File: src/rtl/core/svp_pkg.sv
// ----------------------------------------------------------------------------
// svp_pkg: shared types and constants of the stepper valve positioner
// Transaction payloads, request and register codes, and coil tables.
// ----------------------------------------------------------------------------
package svp_pkg;

    localparam int POSITION_BITS = 15;
    localparam int JOG_BITS      = 15;
    localparam int TICK_BITS     = 8;
    localparam int COIL_BITS     = 4;
    localparam int APB_ADDR_BITS = 4;
    localparam int APB_DATA_BITS = 32;

    localparam logic [POSITION_BITS-1:0] MAX_POSITION_RESET = POSITION_BITS'(512);
    localparam logic [TICK_BITS-1:0]     STEP_TICKS_RESET   = TICK_BITS'(1);

    // Request codes.
    localparam logic [2:0] REQ_MOVE       = 3'd0;
    localparam logic [2:0] REQ_JOG_OPEN   = 3'd1;
    localparam logic [2:0] REQ_JOG_CLOSE  = 3'd2;
    localparam logic [2:0] REQ_TICK       = 3'd3;
    localparam logic [2:0] REQ_STATUS     = 3'd4;

    // Valve state codes.
    localparam logic [1:0] VS_CLOSED  = 2'd0;
    localparam logic [1:0] VS_OPEN    = 2'd1;
    localparam logic [1:0] VS_TRANSIT = 2'd2;

    // Register indexes (byte address bits [3:2]).
    localparam logic [1:0] REG_MIN_POSITION = 2'd0;
    localparam logic [1:0] REG_MAX_POSITION = 2'd1;
    localparam logic [1:0] REG_STEP_TICKS   = 2'd2;

    typedef enum logic [1:0] {
        MODE_IDLE,
        MODE_MOVE,
        MODE_JOG_OPEN,
        MODE_JOG_CLOSE
    } t_run_mode;

    typedef struct packed {
        logic [2:0]         req_type;
        logic signed [15:0] target_position;
        logic signed [15:0] jog_steps;
    } t_in_item;

    typedef struct packed {
        logic [COIL_BITS-1:0]     coil_pattern;
        logic [POSITION_BITS-1:0] position;
        logic [1:0]               valve_state;
        logic                     busy_res;
        logic                     step_taken;
        logic                     move_done;
        logic                     accepted;
    } t_out_item;

    typedef struct packed {
        logic [POSITION_BITS-1:0] min_position;
        logic [POSITION_BITS-1:0] max_position;
        logic [TICK_BITS-1:0]     step_ticks;
    } t_cfg;

    // Full-step two-coil sequence, opening direction.
    function automatic logic [COIL_BITS-1:0] fwd_pattern(input logic [1:0] idx);
        logic [COIL_BITS-1:0] pat;
        unique case (idx)
            2'd0: pat = 4'h9;
            2'd1: pat = 4'hA;
            2'd2: pat = 4'h6;
            2'd3: pat = 4'h5;
        endcase
        return pat;
    endfunction

    // The same sequence walked backwards, closing direction.
    function automatic logic [COIL_BITS-1:0] rev_pattern(input logic [1:0] idx);
        logic [COIL_BITS-1:0] pat;
        unique case (idx)
            2'd0: pat = 4'h5;
            2'd1: pat = 4'h6;
            2'd2: pat = 4'hA;
            2'd3: pat = 4'h9;
        endcase
        return pat;
    endfunction

endpackage

File: src/rtl/core/svp_cfg_regs.sv
// ----------------------------------------------------------------------------
// svp_cfg_regs: configuration register file
// Holds the position limits and the step period behind an APB-style port.
// ----------------------------------------------------------------------------
module svp_cfg_regs
    import svp_pkg::*;
(
    input  logic                     i_clk,
    input  logic                     i_rst_n,
    input  logic                     psel,
    input  logic                     penable,
    input  logic                     pwrite,
    input  logic [APB_ADDR_BITS-1:0] paddr,
    input  logic [APB_DATA_BITS-1:0] pwdata,
    output logic [APB_DATA_BITS-1:0] prdata,
    output logic                     pready,
    output t_cfg                     o_cfg
);

    logic [POSITION_BITS-1:0] r_min_position;
    logic [POSITION_BITS-1:0] r_max_position;
    logic [TICK_BITS-1:0]     r_step_ticks;
    logic                     wr_en;
    logic [1:0]               reg_idx;

    assign pready  = 1'b1;
    assign reg_idx = paddr[3:2];
    assign wr_en   = psel && penable && pwrite;

    always_ff @(posedge i_clk) begin
        if (!i_rst_n) begin
            r_min_position <= '0;
            r_max_position <= MAX_POSITION_RESET;
            r_step_ticks   <= STEP_TICKS_RESET;
        end else if (wr_en) begin
            unique case (reg_idx)
                REG_MIN_POSITION: r_min_position <= pwdata[POSITION_BITS-1:0];
                REG_MAX_POSITION: r_max_position <= pwdata[POSITION_BITS-1:0];
                REG_STEP_TICKS:   r_step_ticks   <= pwdata[TICK_BITS-1:0];
                default: ;
            endcase
        end
    end

    always_comb begin
        unique case (reg_idx)
            REG_MIN_POSITION: prdata = APB_DATA_BITS'(r_min_position);
            REG_MAX_POSITION: prdata = APB_DATA_BITS'(r_max_position);
            REG_STEP_TICKS:   prdata = APB_DATA_BITS'(r_step_ticks);
            default:          prdata = '0;
        endcase
    end

    assign o_cfg.min_position = r_min_position;
    assign o_cfg.max_position = r_max_position;
    assign o_cfg.step_ticks   = r_step_ticks;

endmodule

File: src/rtl/core/svp_seq_core.sv
// ----------------------------------------------------------------------------
// svp_seq_core: stepper sequencer state and next-state logic
// Decodes one request, advances the move or jog and forms its result.
// ----------------------------------------------------------------------------
module svp_seq_core
    import svp_pkg::*;
(
    input  logic      i_clk,
    input  logic      i_rst_n,
    input  logic      i_advance,
    input  t_in_item  i_item,
    input  t_cfg      i_cfg,
    output t_out_item o_res
);

    logic [POSITION_BITS-1:0] r_pos,    n_pos;
    logic [POSITION_BITS-1:0] r_target, n_target;
    t_run_mode                r_mode,   n_mode;
    logic [JOG_BITS-1:0]      r_rem,    n_rem;
    logic [1:0]               r_phase,  n_phase;
    logic [TICK_BITS-1:0]     r_tick,   n_tick;
    logic [COIL_BITS-1:0]     r_coil,   n_coil;

    logic                     busy;
    logic                     accepted;
    logic                     do_step;
    logic                     stepped;
    logic                     done;
    logic [TICK_BITS-1:0]     period;
    logic [TICK_BITS-1:0]     tick_inc;
    logic                     jog_valid;
    logic signed [15:0]       max_s;
    logic signed [15:0]       min_s;
    logic signed [15:0]       clamp_hi;
    logic signed [15:0]       clamp_lo;
    logic [POSITION_BITS-1:0] clamped;
    logic [1:0]               valve_state;

    assign busy      = (r_mode != MODE_IDLE);
    assign period    = (i_cfg.step_ticks == '0) ? TICK_BITS'(1) : i_cfg.step_ticks;
    assign tick_inc  = r_tick + TICK_BITS'(1);
    assign jog_valid = !i_item.jog_steps[15] && (i_item.jog_steps != '0);

    // Clamp to the upper limit first, then raise to the lower; the lower limit
    // wins when the limits are inverted.
    assign max_s    = $signed({1'b0, i_cfg.max_position});
    assign min_s    = $signed({1'b0, i_cfg.min_position});
    assign clamp_hi = (i_item.target_position > max_s) ? max_s : i_item.target_position;
    assign clamp_lo = (clamp_hi < min_s) ? min_s : clamp_hi;
    assign clamped  = clamp_lo[POSITION_BITS-1:0];

    always_comb begin
        n_pos    = r_pos;
        n_target = r_target;
        n_mode   = r_mode;
        n_rem    = r_rem;
        n_phase  = r_phase;
        n_tick   = r_tick;
        n_coil   = r_coil;
        accepted = 1'b1;
        do_step  = 1'b0;
        stepped  = 1'b0;
        done     = 1'b0;

        unique case (i_item.req_type)
            REQ_MOVE: begin
                if (busy) begin
                    accepted = 1'b0;
                end else if (clamped != r_pos) begin
                    n_target = clamped;
                    n_mode   = MODE_MOVE;
                    n_tick   = '0;
                    do_step  = 1'b1;
                end
            end
            REQ_JOG_OPEN, REQ_JOG_CLOSE: begin
                if (busy) begin
                    accepted = 1'b0;
                end else if (jog_valid) begin
                    n_rem   = i_item.jog_steps[JOG_BITS-1:0];
                    n_phase = '0;
                    n_mode  = (i_item.req_type == REQ_JOG_OPEN) ? MODE_JOG_OPEN
                                                                : MODE_JOG_CLOSE;
                    n_tick  = '0;
                    do_step = 1'b1;
                end
            end
            REQ_TICK: begin
                if (busy) begin
                    if (tick_inc >= period) begin
                        n_tick  = '0;
                        do_step = 1'b1;
                    end else begin
                        n_tick = tick_inc;
                    end
                end
            end
            REQ_STATUS: ;
            default: accepted = 1'b0;
        endcase

        // One step time, applied to the state as set up above.
        if (do_step) begin
            unique case (n_mode)
                MODE_MOVE: begin
                    if (r_pos == n_target) begin
                        n_coil = '0;
                        n_mode = MODE_IDLE;
                        done   = 1'b1;
                    end else if (n_target > r_pos) begin
                        n_coil  = fwd_pattern(r_pos[1:0]);
                        n_pos   = r_pos + POSITION_BITS'(1);
                        stepped = 1'b1;
                    end else begin
                        n_coil  = rev_pattern(r_pos[1:0] - 2'd1);
                        n_pos   = r_pos - POSITION_BITS'(1);
                        stepped = 1'b1;
                    end
                end
                MODE_JOG_OPEN, MODE_JOG_CLOSE: begin
                    if (n_rem == '0) begin
                        n_mode = MODE_IDLE;
                        done   = 1'b1;
                    end else begin
                        n_coil  = (n_mode == MODE_JOG_OPEN) ? fwd_pattern(n_phase)
                                                            : rev_pattern(n_phase);
                        n_phase = n_phase + 2'd1;
                        n_rem   = n_rem - JOG_BITS'(1);
                        stepped = 1'b1;
                    end
                end
                MODE_IDLE: ;
            endcase
        end
    end

    always_comb begin
        priority if (n_pos == i_cfg.min_position) begin
            valve_state = VS_CLOSED;
        end else if (n_pos == i_cfg.max_position) begin
            valve_state = VS_OPEN;
        end else begin
            valve_state = VS_TRANSIT;
        end
    end

    always_ff @(posedge i_clk) begin
        if (!i_rst_n) begin
            r_pos    <= '0;
            r_target <= '0;
            r_mode   <= MODE_IDLE;
            r_rem    <= '0;
            r_phase  <= '0;
            r_tick   <= '0;
            r_coil   <= '0;
        end else if (i_advance) begin
            r_pos    <= n_pos;
            r_target <= n_target;
            r_mode   <= n_mode;
            r_rem    <= n_rem;
            r_phase  <= n_phase;
            r_tick   <= n_tick;
            r_coil   <= n_coil;
        end
    end

    assign o_res.coil_pattern = n_coil;
    assign o_res.position     = n_pos;
    assign o_res.valve_state  = valve_state;
    assign o_res.busy_res     = (n_mode != MODE_IDLE);
    assign o_res.step_taken   = stepped;
    assign o_res.move_done    = done;
    assign o_res.accepted     = accepted;

endmodule

File: src/rtl/core/stepper_valve_positioner.sv
// ----------------------------------------------------------------------------
// stepper_valve_positioner: four-coil stepper valve sequencer
// Request and result channels around a single-pass sequencer core.
// ----------------------------------------------------------------------------
// Every request (move, jog, tick or status query) gives exactly one result
// transaction. The block takes one request per clock cycle while o_in_stall is low.
// A request waits in the input register; when it advances, the sequencer state
// and the result register are updated together, and its result is offered.
// The result register frees as it is read, so a stalled result only holds back
// the input once the input register is full. The user must write limits and the
// step period through the APB port only while no request is outstanding; the
// block itself does not enforce this. pready is always high.
module stepper_valve_positioner
    import svp_pkg::*;
(
    input  logic                     i_clk,
    input  logic                     i_rst_n,
    input  logic                     i_in_valid,
    output logic                     o_in_stall,
    input  t_in_item                 i_in_data,
    output logic                     o_out_valid,
    input  logic                     i_out_stall,
    output t_out_item                o_out_data,
    input  logic                     psel,
    input  logic                     penable,
    input  logic                     pwrite,
    input  logic [APB_ADDR_BITS-1:0] paddr,
    input  logic [APB_DATA_BITS-1:0] pwdata,
    output logic [APB_DATA_BITS-1:0] prdata,
    output logic                     pready
);

    t_cfg      cfg;
    t_in_item  r_in;
    logic      r_in_valid;
    t_out_item r_out;
    logic      r_out_valid;
    t_out_item core_res;
    logic      out_free;
    logic      advance;
    logic      in_take;

    assign out_free   = !r_out_valid || !i_out_stall;
    assign advance    = r_in_valid && out_free;
    assign o_in_stall = r_in_valid && !out_free;
    assign in_take    = i_in_valid && !o_in_stall;

    svp_cfg_regs u_cfg_regs (
        .i_clk   (i_clk),
        .i_rst_n (i_rst_n),
        .psel    (psel),
        .penable (penable),
        .pwrite  (pwrite),
        .paddr   (paddr),
        .pwdata  (pwdata),
        .prdata  (prdata),
        .pready  (pready),
        .o_cfg   (cfg)
    );

    svp_seq_core u_seq_core (
        .i_clk     (i_clk),
        .i_rst_n   (i_rst_n),
        .i_advance (advance),
        .i_item    (r_in),
        .i_cfg     (cfg),
        .o_res     (core_res)
    );

    always_ff @(posedge i_clk) begin
        if (!i_rst_n) begin
            r_in_valid  <= 1'b0;
            r_out_valid <= 1'b0;
        end else begin
            if (in_take) begin
                r_in_valid <= 1'b1;
            end else if (advance) begin
                r_in_valid <= 1'b0;
            end
            if (advance) begin
                r_out_valid <= 1'b1;
            end else if (out_free) begin
                r_out_valid <= 1'b0;
            end
        end
    end

    always_ff @(posedge i_clk) begin
        if (in_take) begin
            r_in <= i_in_data;
        end
        if (advance) begin
            r_out <= core_res;
        end
    end

    assign o_out_valid = r_out_valid;
    assign o_out_data  = r_out;

    // A finished move or jog leaves the block idle.
    a_done_idle: assert property (@(posedge i_clk) disable iff (!i_rst_n)
        o_out_valid && o_out_data.move_done |-> !o_out_data.busy_res)
        else $error("move_done reported while still busy");

    // A step and the end of an operation never fall on the same transaction.
    a_step_xor_done: assert property (@(posedge i_clk) disable iff (!i_rst_n)
        o_out_valid |-> !(o_out_data.step_taken && o_out_data.move_done))
        else $error("step_taken and move_done both set");

    // A rejected request must not move the coils.
    a_reject_no_step: assert property (@(posedge i_clk) disable iff (!i_rst_n)
        o_out_valid && !o_out_data.accepted |-> !o_out_data.step_taken)
        else $error("step taken on a rejected request");

    // The input is held back only when both stages are full and the output stalls.
    a_stall_cause: assert property (@(posedge i_clk) disable iff (!i_rst_n)
        o_in_stall |-> r_in_valid && r_out_valid && i_out_stall)
        else $error("input stalled without a full pipeline");

endmodule
File: config.mk
export PLATFORM = sky130hd
export DESIGN_NAME = stepper_valve_positioner
export DESIGN_NICKNAME = d
export VERILOG_FILES = /design/src/rtl/core/svp_pkg.sv /design/src/rtl/core/svp_cfg_regs.sv /design/src/rtl/core/svp_seq_core.sv /design/src/rtl/core/stepper_valve_positioner.sv
export SDC_FILE = /design/constraint.sdc
export NUM_CORES = 1
export LEC_CHECK = 0
export BUFFER_PORTS_ARGS = -buffer_cell sky130_fd_sc_hd__buf_2
export CAP_MARGIN = 20
export CELL_PAD_IN_SITES_DETAIL_PLACEMENT = 2
export CELL_PAD_IN_SITES_GLOBAL_PLACEMENT = 2
export CORE_MARGIN = 5
export CORE_UTILIZATION = 36
export DETAILED_ROUTE_END_ITERATION = 8
export PLACE_DENSITY_LB_ADDON = 0.2
export SYNTH_ARGS = -nofsm -noshare
export SYNTH_HDL_FRONTEND = slang
export SYNTH_SLANG_ARGS = --single-unit
File: constraint.sdc
create_clock -name i_clk -period 11.8 [get_ports i_clk]
set_input_delay 0.59 -clock i_clk [delete_from_list [all_inputs] [get_ports i_clk]]
set_output_delay 0.59 -clock i_clk [all_outputs]
set_load 0.05 [all_outputs]
======== Word-level counts from Yosys, hierarchy flattened ========
Cells that the tools add are included.
cells by class
  equal/unequal tests ..................... 27
  add/subtract/negate cells ............... 6
  magnitude comparators ................... 4
  muxes and demuxes ....................... 70
  reduce and logical (&&, ||, !) cells .... 33
operator list
  kind                                                 number
  two-way mux 15 bit                                   14
  case mux 4 bit (4 select lines)                      4
  two-way mux 8 bit                                    7
  == test 15 bit                                       3
  case mux 15 bit (3 select lines)                     1
  subtractor 15 x 1 -> 15 bit (second input constant)  2
  two-way mux 2 bit                                    14
  case mux 8 bit (3 select lines)                      1
  two-way mux 4 bit                                    5
  == test 2 bit (second input constant)                9
  > comparator 16 bit                                  1
  less-than comparator 16 bit                          1
  two-way mux 1 bit                                    16
  two-way mux 16 bit                                   1
  nonzero test 16 bit                                  1
  adder 15 x 1 -> 15 bit (second input constant)       1
  > comparator 15 bit                                  1
  zero test 15 bit                                     1
  inequality test 15 bit                               1
  == test 2 x 1 -> 1 bit (second input constant)       5
  adder 8 x 1 -> 8 bit (second input constant)         1
  greater-or-equal comparator 8 bit                    1
  zero test 2 bit                                      4
  zero test 8 bit                                      1
  other kinds (21)                                     44
storage, ports and cells
  bits in registers ....................... 161
  input port bits ......................... 78
  output and inout port bits .............. 60
  word-level logic and storage cells ...... 162

======== Logic depth before layout (Yosys ltp) ========
Gate-level depths: netlist (run 1).
  word-level depth ........................ 15
  depth in mapped cells ................... 48
  mapped depth without buffers ............ 42

======== By module ========
A second synthesis (run 1) with hierarchy kept.
second synthesis, totals
  cells, all modules ...................... 1272
  area total of the unflattened synthesis .. 10945.5 sq um
modules (own cells, without submodules)
  module                    cells an instance  area each (sq um)  sequential area each (sq um)  times used
  svp_seq_core              994                7151.9             1221.2                        1
  svp_cfg_regs              210                1908.1             760.7                         1
  stepper_valve_positioner  68                 1885.6             1841.8                        1

======== Worst setup path before layout (run 1) ========
No wires, ideal clock.
  path type ............................... reg-to-reg
  start ................................... register u_cfg_regs.r_max_position[12]
  end ..................................... register r_out (netlist bit o_out_data[5]) (data pin)
  setup time .............................. 0.272 ns
  path slack .............................. 1.278 ns
  period minus slack after synthesis ...... 10.522 ns
  data required time ...................... 11.528 ns
  arrival time ............................ 10.250 ns
  cell stages (with the launch flop) ...... 45
  path through ............................ dfxtp_1 clkbuf_1 inv_1 ha_1 nand4b_4 a2111o_1 a311oi_2 buf_4 buf_2 clkbuf_1 mux2_2 ha_1 nand4b_2 nor2_1 a211o_1 or3b_4 mux2_2 a2111o_1 (+9 left out) o21a_1 o211ai_1 nand2_1 and2_1 inv_1 ha_1 a21o_1 a21oi_1 o211ai_1 and3_1 o21a_1 o41ai_1 xnor2_1 xnor2_1 and4_1 mux2i_1 a2111oi_0 a31oi_1
on the way
  word-level cells in the longest chain between the ends .. 15
  elaborated cells on any way between the ends .. 24
  classes of those cells .................. 3 x order compare; 5 x eq/ne; 16 x mux
ends and longest elaborated chain
  element                      RTL line                        RTL
  start: declaration           svp_cfg_regs.sv:21              logic [POSITION_BITS-1:0] r_max_position;
  start signal: assignment     svp_cfg_regs.sv:38              REG_MAX_POSITION: r_max_position <= pwdata[POSITION_BITS-1:0];
  > comparator 16 bit          svp_seq_core.sv:48              assign clamp_hi = (i_item.target_position > max_s) ? max_s : i_item.target_position;
  two-way mux 16 bit (*)       svp_seq_core.sv:48
  less-than comparator 16 bit  svp_seq_core.sv:49              assign clamp_lo = (clamp_hi < min_s) ? min_s : clamp_hi;
  two-way mux 15 bit (*)       svp_seq_core.sv:49
  inequality test 15 bit       svp_seq_core.sv:69              end else if (clamped != r_pos) begin
  two-way mux 15 bit (*)       svp_seq_core.sv:69
  two-way mux 15 bit (*)       svp_seq_core.sv:67              if (busy) begin
  two-way mux 15 bit (*)       svp_seq_core.sv:65              unique case (i_item.req_type)
  net u_seq_core.n_target[1]   svp_seq_core.sv:17              logic [POSITION_BITS-1:0] r_target, n_target;
  > comparator 15 bit          svp_seq_core.sv:110             end else if (n_target > r_pos) begin
  two-way mux 15 bit           svp_seq_core.sv:110
  two-way mux 15 bit (*)       svp_seq_core.sv:106             if (r_pos == n_target) begin
  two-way mux 15 bit (*)       svp_seq_core.sv:104             unique case (n_mode)
  two-way mux 15 bit (*)       svp_seq_core.sv:103             if (do_step) begin
  == test 15 bit               svp_seq_core.sv:140             end else if (n_pos == i_cfg.max_position) begin
  two-way mux 2 bit            svp_seq_core.sv:140
  end signal: assignment       stepper_valve_positioner.sv:93  r_out <= core_res;
  end: declaration             stepper_valve_positioner.sv:36  t_out_item r_out;
Mark *: on every way through the listed nets, which the timed path passes. The rest lies on a longest branch.
A chain may end at the register's enable or synchronous reset.

======== Worst setup path after layout (run 1) ========
  start ................................... register u_cfg_regs.r_max_position[9]
  end ..................................... register r_out (netlist bit o_out_data[5]) (data pin)
Same word-level chain as after synthesis.

==> results by group, run 1 <==
Outcome
  – Outcome: completed

Hold path
  – Worst hold endpoint: r_in[0]$_DFFE_PP_
  – HP Start: i_in_data[0]
  – Hold path cells: 1
  – Tightest Hold Check Type: primary input to flip-flop

Worst setup path
  – Most common cell on crit path: o21a_1
  – CP top delay family: compound AO/OA/AOI/OAI gates
  – FF-to-FF End: o_out_data[5]$_SDFFCE_PN0P_
  – Worst-case reg-to-reg path depth: 43
  – Worst Path Required: 11970 ps
  – Crit Path Max Fanout: 33
  – R2r setup slk: 570 ps
  – CP Launch Type: flip-flop
  – Reg2reg start: u_cfg_regs.r_max_position[9]$_SDFFE_PN1P_
  – Slowest cell on crit path: a2111oi_0
  – Crit path largest cell delay: 530 ps
  – Worst path arrival time: 11400 ps
  – WS Path Type: flip-flop to flip-flop
  – WP buf/inv: 6
  – CP endpoint kind: flip-flop

Timing
  – Min Clock Period, post-route: 11230 ps
  – Worst-margin pin slew: 982 ps
  – Unrepaired setup endpoints after global routing: false
  – Setup_tns: 0 ps
  – Final Setup Violations: 0
  – Max-slew violation total from the final report: 0
  – FMAX: 0.0890 GHz
  – Tcrit/Tclk final: 95.2%
  – Final Skew: 11.2 ps
  – Final hold vios: 0
  – Max-Slew Margin vs Limit: 34.3%

Synth
  – Warnings, synthesis: 0
  – Synth top area cells: dfxtp_1 (17%), edfxtp_1 (15%), ha_1 (8.2%)
  – Post-Syn Area: 11800 um2
  – Yosys cell types: 82
  – Cells after synthesis: 1402
  – Leading area contributor after synthesis: dfxtp_1
  – Synth Flop Type: dfxtp_1
  – Post-synth ARST share: 0%
  – Syn avg cell area: 8.41 um2
  – Yosys top cell area share: 17.1%
  – Yosys reg bits: 161
  – Post-synthesis sequential area ratio: 32.4%
  – Post-synth EDFFs: 60

Clock network
  – H-tree depth: 4
  – Clock transition at path regs: 80 ps
  – TritonCTS Buffers: 17
  – Setup bufs post-CTS: 0
  – CTS-repair resized insts: 0
  – CTS root buf: clkbuf_16
  – Clock Path Buffers: 2
  – CTS tree: yes
  – Sink Count: 161
  – Hold-fix buffers at CTS: 0
  – Worst-Skew Late Latency: 460 ps

Floorplan
  – Die Span Y: 191 um
  – Core area: 32500 um2
  – Die area: 36500 um2
  – # rows: 66
  – Die X-Extent: 191 um
  – Initial Utilization: 36.3%
  – I/O pin count: 138

Cells and area
  – Diode count: 0
  – Share of layout cells above drive strength 1: 18.5%
  – Final #Nets: 1702
  – Register area: 3820 um2
  – Post-Layout Cell Count: 2001
  – Filler cell count: 3728
  – Area of the multi-input gates: 7360 um2
  – Final instance area: 13900 um2
  – Area grow syn2layout: 18.0%

GRT
  – Initial antenna violation count: 0
  – Global-route wire length before repair: 71100 um
  – GRT Util Overall: 25.3%
  – Largest net degree at the start of global routing: 69
  – Gr ovfl total: 0
  – Vias in the first global route: 12300

Routing
  – Final ANT Viol Nets: 0
  – Final wirelength: 46800 um
  – Via density: 5.65
  – DR DRC count: 0
  – DR pass1 iterations: 5
  – DR vias: 11300
  – First DRT Iteration DRCs: 643
  – Routed WL per cell: 23.4 um

Place
  – Cells after DPL: 1968
  – Port Buffer Count: 100
  – GP Congestion: 0.935
  – Dpl cell area: 13300 um2
  – Dpl hpwl: 35500 um

Job
  – Max-cap check violation count: 0

Power and ir drop
  – Power per standard cell area: 140 nW/um2
  – P_leak: 5.78 nW
  – Peak VDD IR: 0.114 mV
  – Pwr Total: 1.95 mW
-- logic make-up after synthesis --
| family | share of synthesized area, % |
|---|---|
| flops | 32.4 |
| other cells | 0.0637 |
| buf+inv | 6.14 |
| mux | 7.62 |
| xor+xnor | 5.17 |
| fa+ha+maj | 8.34 |
| compound gates | 20.0 |
| simple gates | 20.2 |
-- synth_stat cells, types with 39 or more instances --
cell      count
dfxtp_1     101
xnor2_1      48
ha_1         77
mux2i_1      56
a21boi_0     39
o21ai_0      61
edfxtp_1     60
a21oi_1      63
clkbuf_1     63
nand2_1     178
inv_1        84
nor2_1      128
-- sequential cells by signal (all words and copies together) (netlist names), 15 cells and up --
register and count:
o_out_data 25, u_cfg_regs.r_min_position 15, r_in 35, u_seq_core.r_target 15
u_cfg_regs.r_max_position 15, u_seq_core.r_pos 15, u_seq_core.r_rem 15
-- worst max-delay path by stage --
| stage | from | end | slack, ps | cells after the start |
|---|---|---|---|---|
| finish | u_cfg_regs.r_max_position[9]$_SDFFE_PN1P_ | o_out_data[5]$_SDFFCE_PN0P_ | 570 | 43 |
| global route | u_cfg_regs.r_max_position[1]$_SDFFE_PN0P_ | o_out_data[4]$_SDFFCE_PN0P_ | 20 | 46 |
| CTS | r_in[30]$_DFFE_PP_ | o_out_data[5]$_SDFFCE_PN0P_ | 610 | 44 |
| detailed placement | r_in[30]$_DFFE_PP_ | o_out_data[4]$_SDFFCE_PN0P_ | 730 | 42 |
| global placement | u_cfg_regs.r_max_position[9]$_SDFFE_PN1P_ | o_out_data[5]$_SDFFCE_PN0P_ | 1030 | 45 |
| floorplan | u_cfg_regs.r_max_position[12]$_SDFFE_PN0P_ | o_out_data[5]$_SDFFCE_PN0P_ | 1280 | 44 |
-- worst register-to-register path, delay by kind of cell (launching register included) --
family | cells | cell delay, ps
AO/OA/AOI/OAI | 16 | 4440
AND/OR/NAND/NOR | 11 | 2280
adder cells (fa/ha/maj) | 4 | 1250
multiplexers | 4 | 1150
buffers and inverters | 6 | 1050
flip-flops | 1 | 400
XOR/XNOR | 2 | 370
-- power breakdown --
part / internal, mW / total, mW / switching, mW
clock network: 0.319 / 0.591 / 0.273
logic: 0.309 / 0.727 / 0.418
registers: 0.602 / 0.631 / 0.0291
total: 1.23 / 1.95 / 0.720
-- placed cells by master, fill, tap and decap left out, types with 19 or more instances in the layout --
master / count
a21oi_1: 63
ha_1: 77
buf_4: 95
edfxtp_1: 60
o21ai_0: 61
mux2_2: 30
nand2_1: 177
inv_1: 84
nor3_1: 31
dfxtp_1: 101
nor2b_1: 21
nand3_1: 32
nor3b_1: 22
xnor2_1: 48
and3_1: 19
a21boi_0: 39
xor2_1: 19
nor2_1: 128
mux2i_1: 55
buf_2: 100
-- through the flow --
stage / utilization (%) / setup slack [ps] / hold WS, ps
floorplan: - / 1280 / 436
global placement: 40.9 / 1030 / 449
detailed placement: 40.9 / 731 / 477
CTS: 42.7 / 612 / 282
global route: 42.9 / 22.9 / 279
finish: 42.9 / 567 / 303
-- per-layer routing --
layer | share of wire, % | up-vias | track usage, %
met2 | 50 | 245 | 44.8
met1 | 43 | 5702 | 31.2
met4 | 2.9 | 0 | 8.18
met5 | 0 | - | 0
met3 | 4.1 | 76 | 4.15
li1 | - | 5292 | -
-- final cells by class --
| type | instances | area share, % |
|---|---|---|
| multi-input cells | 1084 | 52.9 |
| flip-flops and latches | 161 | 27.5 |
| repair buffers | 197 | 9.06 |
| well taps | 442 | 3.97 |
| clock buffers | 17 | 3.06 |
| inverters | 85 | 2.29 |
| clock inverters | 15 | 1.25 |
(Power assumes the default switching activity.)
==> inputs of run 2 (changes only) <==
Settings changed: CORE_UTILIZATION 36 to 33.
Clock period 11.8 ns to 9 ns, I/O delays scaled along.
==> run 2 against run 1 <==
  * The run now ends with setup timing left
  * Clock skew down 3.2 ps
  * Via count increased by 7.1%
  * Hold slack got worse by 150 ps
  * Clock power up 34%
  * Register-to-register slack worse by 1900 ps
  * Design area up 13%
  * Sequential share of layout area shrank 3.1 points
  * Critical endpoint unchanged
==> results by group, run 2 (synthesis results as in run 1) <==
Outcome
  – Outcome: complete, but fails checks
  – Violated checks: setup timing

Worst setup path
  – Most common cell on crit path: buf_4
  – Crit Path Max Fanout: 8
  – WS Path Type: flip-flop to flip-flop
  – Slowest cell on crit path: edfxtp_1
  – CP Launch Type: flip-flop
  – Crit path largest cell delay: 480 ps
  – CP endpoint kind: flip-flop
  – FF-to-FF End: o_out_data[5]$_SDFFCE_PN0P_
  – R2r setup slk: -1360 ps
  – Worst-case reg-to-reg path depth: 47
  – Worst path arrival time: 10570 ps
  – Reg2reg start: r_in[17]$_DFFE_PP_
  – Worst Path Required: 9210 ps

Timing
  – Setup_tns: -15030 ps
  – Final Setup Violations: 25
  – Worst-margin pin slew: 1100 ps
  – Final Skew: 8.00 ps
  – Final hold vios: 0
  – FMAX: 0.0965 GHz
  – Final WS setup: -1360 ps
  – Max-Slew Margin vs Limit: 26.9%
  – Unrepaired setup endpoints after global routing: true
  – Tcrit/Tclk final: 115%
  – Min Clock Period, post-route: 10360 ps
  – Max-slew violation total from the final report: 0

GRT
  – Largest net degree at the start of global routing: 69
  – GRT Util Overall: 27.1%
  – Initial antenna violation count: 1
  – Gr ovfl total: 0
  – Vias in the first global route: 13100
  – Global-route wire length before repair: 80700 um

Cells and area
  – Number of flip-flops in the largest register: 35
  – Diode count: 0
  – Register area: 3830 um2
  – Area grow syn2layout: 33.3%
  – Most common cell after layout, fill and taps aside: buf_4
  – Final #Nets: 1837
  – Post-Layout Cell Count: 2155
  – Most frequent cells in the layout: buf_4 (221), nand2_1 (175), nor2_1 (122)
  – Share of layout cells above drive strength 1: 30.0%
  – Filler cell count: 3940
  – Largest Register: r_in
  – Area of the multi-input gates: 8010 um2

Routing
  – DR vias: 12100
  – Via density: 5.62
  – Final ANT Viol Nets: 0
  – Routed WL per cell: 25.7 um
  – DR pass1 iterations: 5
  – Final wirelength: 55300 um
  – First DRT Iteration DRCs: 623
  – DR DRC count: 0

Place
  – GP Congestion: 0.982
  – Dpl hpwl: 39900 um
  – Port Buffer Count: 100
  – Cells after DPL: 2084

Power and ir drop
  – P_leak: 6.60 nW
  – Power per standard cell area: 183 nW/um2
  – Peak VDD IR: 0.162 mV

Clock network
  – CTS root buf: clkbuf_16
  – Worst-Skew Late Latency: 470 ps
  – CTS tree: yes
  – Clock Path Buffers: 2
  – Sink Count: 161
  – TritonCTS Buffers: 17
  – H-tree depth: 4
  – Clock transition at path regs: 70 ps

Floorplan
  – Die X-Extent: 199 um
  – Initial Utilization: 33.3%
  – Core area: 35400 um2
  – I/O pin count: 138
  – # rows: 69
  – Die Span Y: 199 um
  – Die area: 39600 um2

Hold path
  – Hold path cells: 1
  – Tightest Hold Check Type: primary input to flip-flop
  – HP Start: i_in_data[17]
  – Worst hold endpoint: r_in[17]$_DFFE_PP_

Job
  – Max-cap check violation count: 0
## run 2: cell types whose count changed in the layout (fill, tap and decap cells not counted), sizes merged
cell    before  now
buf        197  331
bufinv       2    3
clkbuf      17   19
inv         92   90
## run 2: what timing repair did
| action | in CTS | in global routing |
|---|---|---|
| hold buffers | 0 | 0 |
| gates resized for setup | 61 | 48 |
| cloned | 1 | 1 |
| pin swaps | 37 | 42 |
| endpoints found under the setup margin | 17 | 32 |
| buffers inserted | 22 | 19 |
## run 2: worst max-delay path by stage
stage	from	to	slack (ps)	cells after the start
after detailed placement	r_in[17]$_DFFE_PP_	o_out_data[5]$_SDFFCE_PN0P_	-1200	42
after floorplan	r_in[17]$_DFFE_PP_	o_out_data[5]$_SDFFCE_PN0P_	-570	43
final	r_in[17]$_DFFE_PP_	o_out_data[5]$_SDFFCE_PN0P_	-1360	47
after global placement	r_in[17]$_DFFE_PP_	o_out_data[5]$_SDFFCE_PN0P_	-750	42
after CTS	r_in[17]$_DFFE_PP_	o_out_data[5]$_SDFFCE_PN0P_	-1140	44
after global routing	u_cfg_regs.r_max_position[7]$_SDFFE_PN0P_	o_out_data[5]$_SDFFCE_PN0P_	-1730	49
## run 2: critical path, delay by kind of cell, from the launching register on
family	cells	cell delay (ps)
compound gates	21	4930
buf+inv	13	1860
simple gates	7	1120
fa+ha+maj	4	1090
mux	2	610
flops	1	480
## run 2: metal layers
metal | part of all wire [%] | routed length, um | global-route usage [%] | vias up
li1 | - | - | - | 5559
met1 | 42 | 23400 | 33.2 | 6152
met2 | 50 | 27500 | 46.3 | 288
met3 | 4.1 | 2280 | 4.96 | 117
met4 | 3.9 | 2140 | 12.0 | 0
met5 | 0 | 0 | 0 | -
## run 2: power by group
part,internal (mW),switching (mW)
logic,0.569,0.693
registers,0.790,0.0351
clock network,0.442,0.351
## run 2: final cells by class
type,instances,share of cell area [%]
flip-flops and latches,161,24.3
repair buffers,332,15.1
clock buffers,18,2.73
clock inverters,14,1.13
multi-input cells,1084,50.9
well taps,461,3.67
inverters,85,2.05
## run 2: per-stage QoR
step	setup slack (ps)	power [mW]	hold WS [ps]	instance area, um2	util [%]
6_report	-1360	2.88	153	15700	44.4
5_1_grt	-1730	3.00	128	15700	44.4
4_1_cts	-1140	2.76	132	15300	43.2
3_5_place_dp	-1200	1.87	468	14200	40.1
3_3_place_gp	-753	1.83	449	14200	40.1
2_1_floorplan	-572	1.41	436	12100	-
==> inputs of run 3 (changes only) <==
Settings changed: CTS_BUF_LIST set to sky130_fd_sc_hd__clkbuf_8 sky130_fd_sc_hd__clkbuf_16.
==> run 3 against run 2 <==
  * The flow still finishes with violations (setup timing)
  * First-iteration DRC count is the same
  * Via count is essentially flat
  * Clock skew is the same
  * Design area is the same
  * Largest power group unchanged
  * Fmax is the same
  * Clock-buffer cell count shrank 1
  * Die area is the same
  * Hold slack is the same
  * Clock power is essentially flat
  * Combinational power is essentially flat
==> results by group, run 3 (synthesis results as in run 1) <==
Outcome
  – Outcome: complete, but fails checks
  – Violated checks: setup timing

Cells and area
  – Post-Layout Cell Count: 2155
  – Number of flip-flops in the largest register: 35
  – Diode count: 0
  – Register area: 3830 um2
  – Share of layout cells above drive strength 1: 30.0%
  – Area grow syn2layout: 33.3%
  – Most common cell after layout, fill and taps aside: buf_4
  – Most frequent cells in the layout: buf_4 (221), nand2_1 (175), nor2_1 (122)
  – Filler cell count: 3940
  – Final #Nets: 1837
  – Largest Register: r_in
  – Area of the multi-input gates: 8010 um2

GRT
  – Gr ovfl total: 0
  – Global-route wire length before repair: 80700 um
  – Vias in the first global route: 13100
  – Largest net degree at the start of global routing: 69
  – GRT Util Overall: 27.1%
  – Initial antenna violation count: 1

Routing
  – Final ANT Viol Nets: 0
  – DR DRC count: 0
  – First DRT Iteration DRCs: 623
  – Final wirelength: 55300 um
  – Via density: 5.62
  – DR vias: 12100
  – Routed WL per cell: 25.7 um
  – DR pass1 iterations: 5

Place
  – GP Congestion: 0.982
  – Cells after DPL: 2084
  – Port Buffer Count: 100
  – Dpl hpwl: 39900 um

Timing
  – Final hold vios: 0
  – Max-Slew Margin vs Limit: 26.9%
  – Final Skew: 8.00 ps
  – Tcrit/Tclk final: 115%
  – Final Setup Violations: 25
  – Fin Hold WS: 153 ps
  – Max-slew violation total from the final report: 0
  – Min Clock Period, post-route: 10360 ps
  – Unrepaired setup endpoints after global routing: true
  – Final WS setup: -1360 ps
  – FMAX: 0.0965 GHz
  – Worst-margin pin slew: 1100 ps

Worst setup path
  – CP endpoint kind: flip-flop
  – Most common cell on crit path: buf_4
  – Worst Path Required: 9210 ps
  – WS Path Type: flip-flop to flip-flop
  – Crit Path Max Fanout: 8
  – Worst path arrival time: 10570 ps
  – CP Launch Type: flip-flop
  – Slowest cell on crit path: edfxtp_1
  – Crit path largest cell delay: 480 ps
  – Reg2reg start: r_in[17]$_DFFE_PP_
  – Setup crit start: r_in[17]$_DFFE_PP_

Floorplan
  – Die X-Extent: 199 um
  – Initial Utilization: 33.3%
  – Core area: 35400 um2
  – Die Span Y: 199 um
  – I/O pin count: 138
  – Die area: 39600 um2
  – # rows: 69

Clock network
  – Hold-fix buffers at CTS: 0
  – Clock Path Buffers: 2
  – Worst-Skew Late Latency: 470 ps
  – CTS root buf: clkbuf_16
  – CTS tree: yes
  – H-tree depth: 4
  – TritonCTS Buffers: 17
  – Clock transition at path regs: 70 ps
  – Sink Count: 161

Job
  – Max-cap check violation count: 0

Power and ir drop
  – P_leak: 6.61 nW
  – Power per standard cell area: 183 nW/um2
  – Peak VDD IR: 0.162 mV
  – Pwr Total: 2.88 mW

Hold path
  – Tightest Hold Check Type: primary input to flip-flop
  – HP Start: i_in_data[17]
run 3: changes by cell type in the layout (fill, tap and decap cells not counted), sizes merged:
cell / previous run / this run
inv: 90 / 91
clkbuf: 19 / 18
run 3: path summary, 6_finish.rpt:
kind / endpoint / slack [ps] / cells past startpoint
setup / recovery: o_out_data[5]$_SDFFCE_PN0P_ / -1360 / 47
hold / removal: r_in[17]$_DFFE_PP_ / 150 / 1
setup reg to reg: o_out_data[5]$_SDFFCE_PN0P_ / -1360 / 47
hold reg to reg: u_seq_core.r_rem[14]$_SDFFE_PN0P_ / 490 / 2
run 3: what timing repair did:
item,4_1_cts,5_1_grt
setup endpoints to repair,17,32
buffers inserted,22,19
resized for setup,61,48
gates cloned,1,1
pin swaps,37,42
run 3: final cells by class:
cell class                 count  area share [%]
clock buffer                  17            2.71
inverter                      85            2.05
sequential                   161            24.3
timing repair buffer         332            15.1
tap                          461            3.67
multi-input combinational   1084            50.9
clock inverter                15            1.15
run 3: critical path, delay by kind of cell (launching register included):
family | cells | cell delay (ps)
muxes | 2 | 610
buffers and inverters | 13 | 1860
AOI/OAI and AO/OA | 21 | 4930
and+or+nand+nor | 7 | 1120
DFF | 1 | 480
adders and majority gates | 4 | 1090
run 3: per-layer routing:
metal | vias to the layer above | routed length (um) | track usage, %
li1 | 5559 | - | -
met1 | 6156 | 23400 | 33.2
met2 | 286 | 27500 | 46.3
met3 | 117 | 2270 | 4.96
met4 | 0 | 2140 | 12.0
met5 | - | 0 | 0
run 3: through the flow:
| stage | util [%] | area, um2 | worst slack [ps] | TNS (ps) |
|---|---|---|---|---|
| finish | 44.4 | 15700 | -1360 | -15030 |
| global route | 44.4 | 15700 | -1730 | -22300 |
| CTS | 43.2 | 15300 | -1140 | -6870 |
| detailed placement | 40.1 | 14200 | -1200 | -7010 |
| global placement | 40.1 | 14200 | -753 | -2240 |
| floorplan | - | 12100 | -572 | -1240 |
run 3: report_power, final:
part / internal, mW / switching, mW
clock: 0.441 / 0.351
combinational: 0.569 / 0.693
sequential: 0.790 / 0.0351
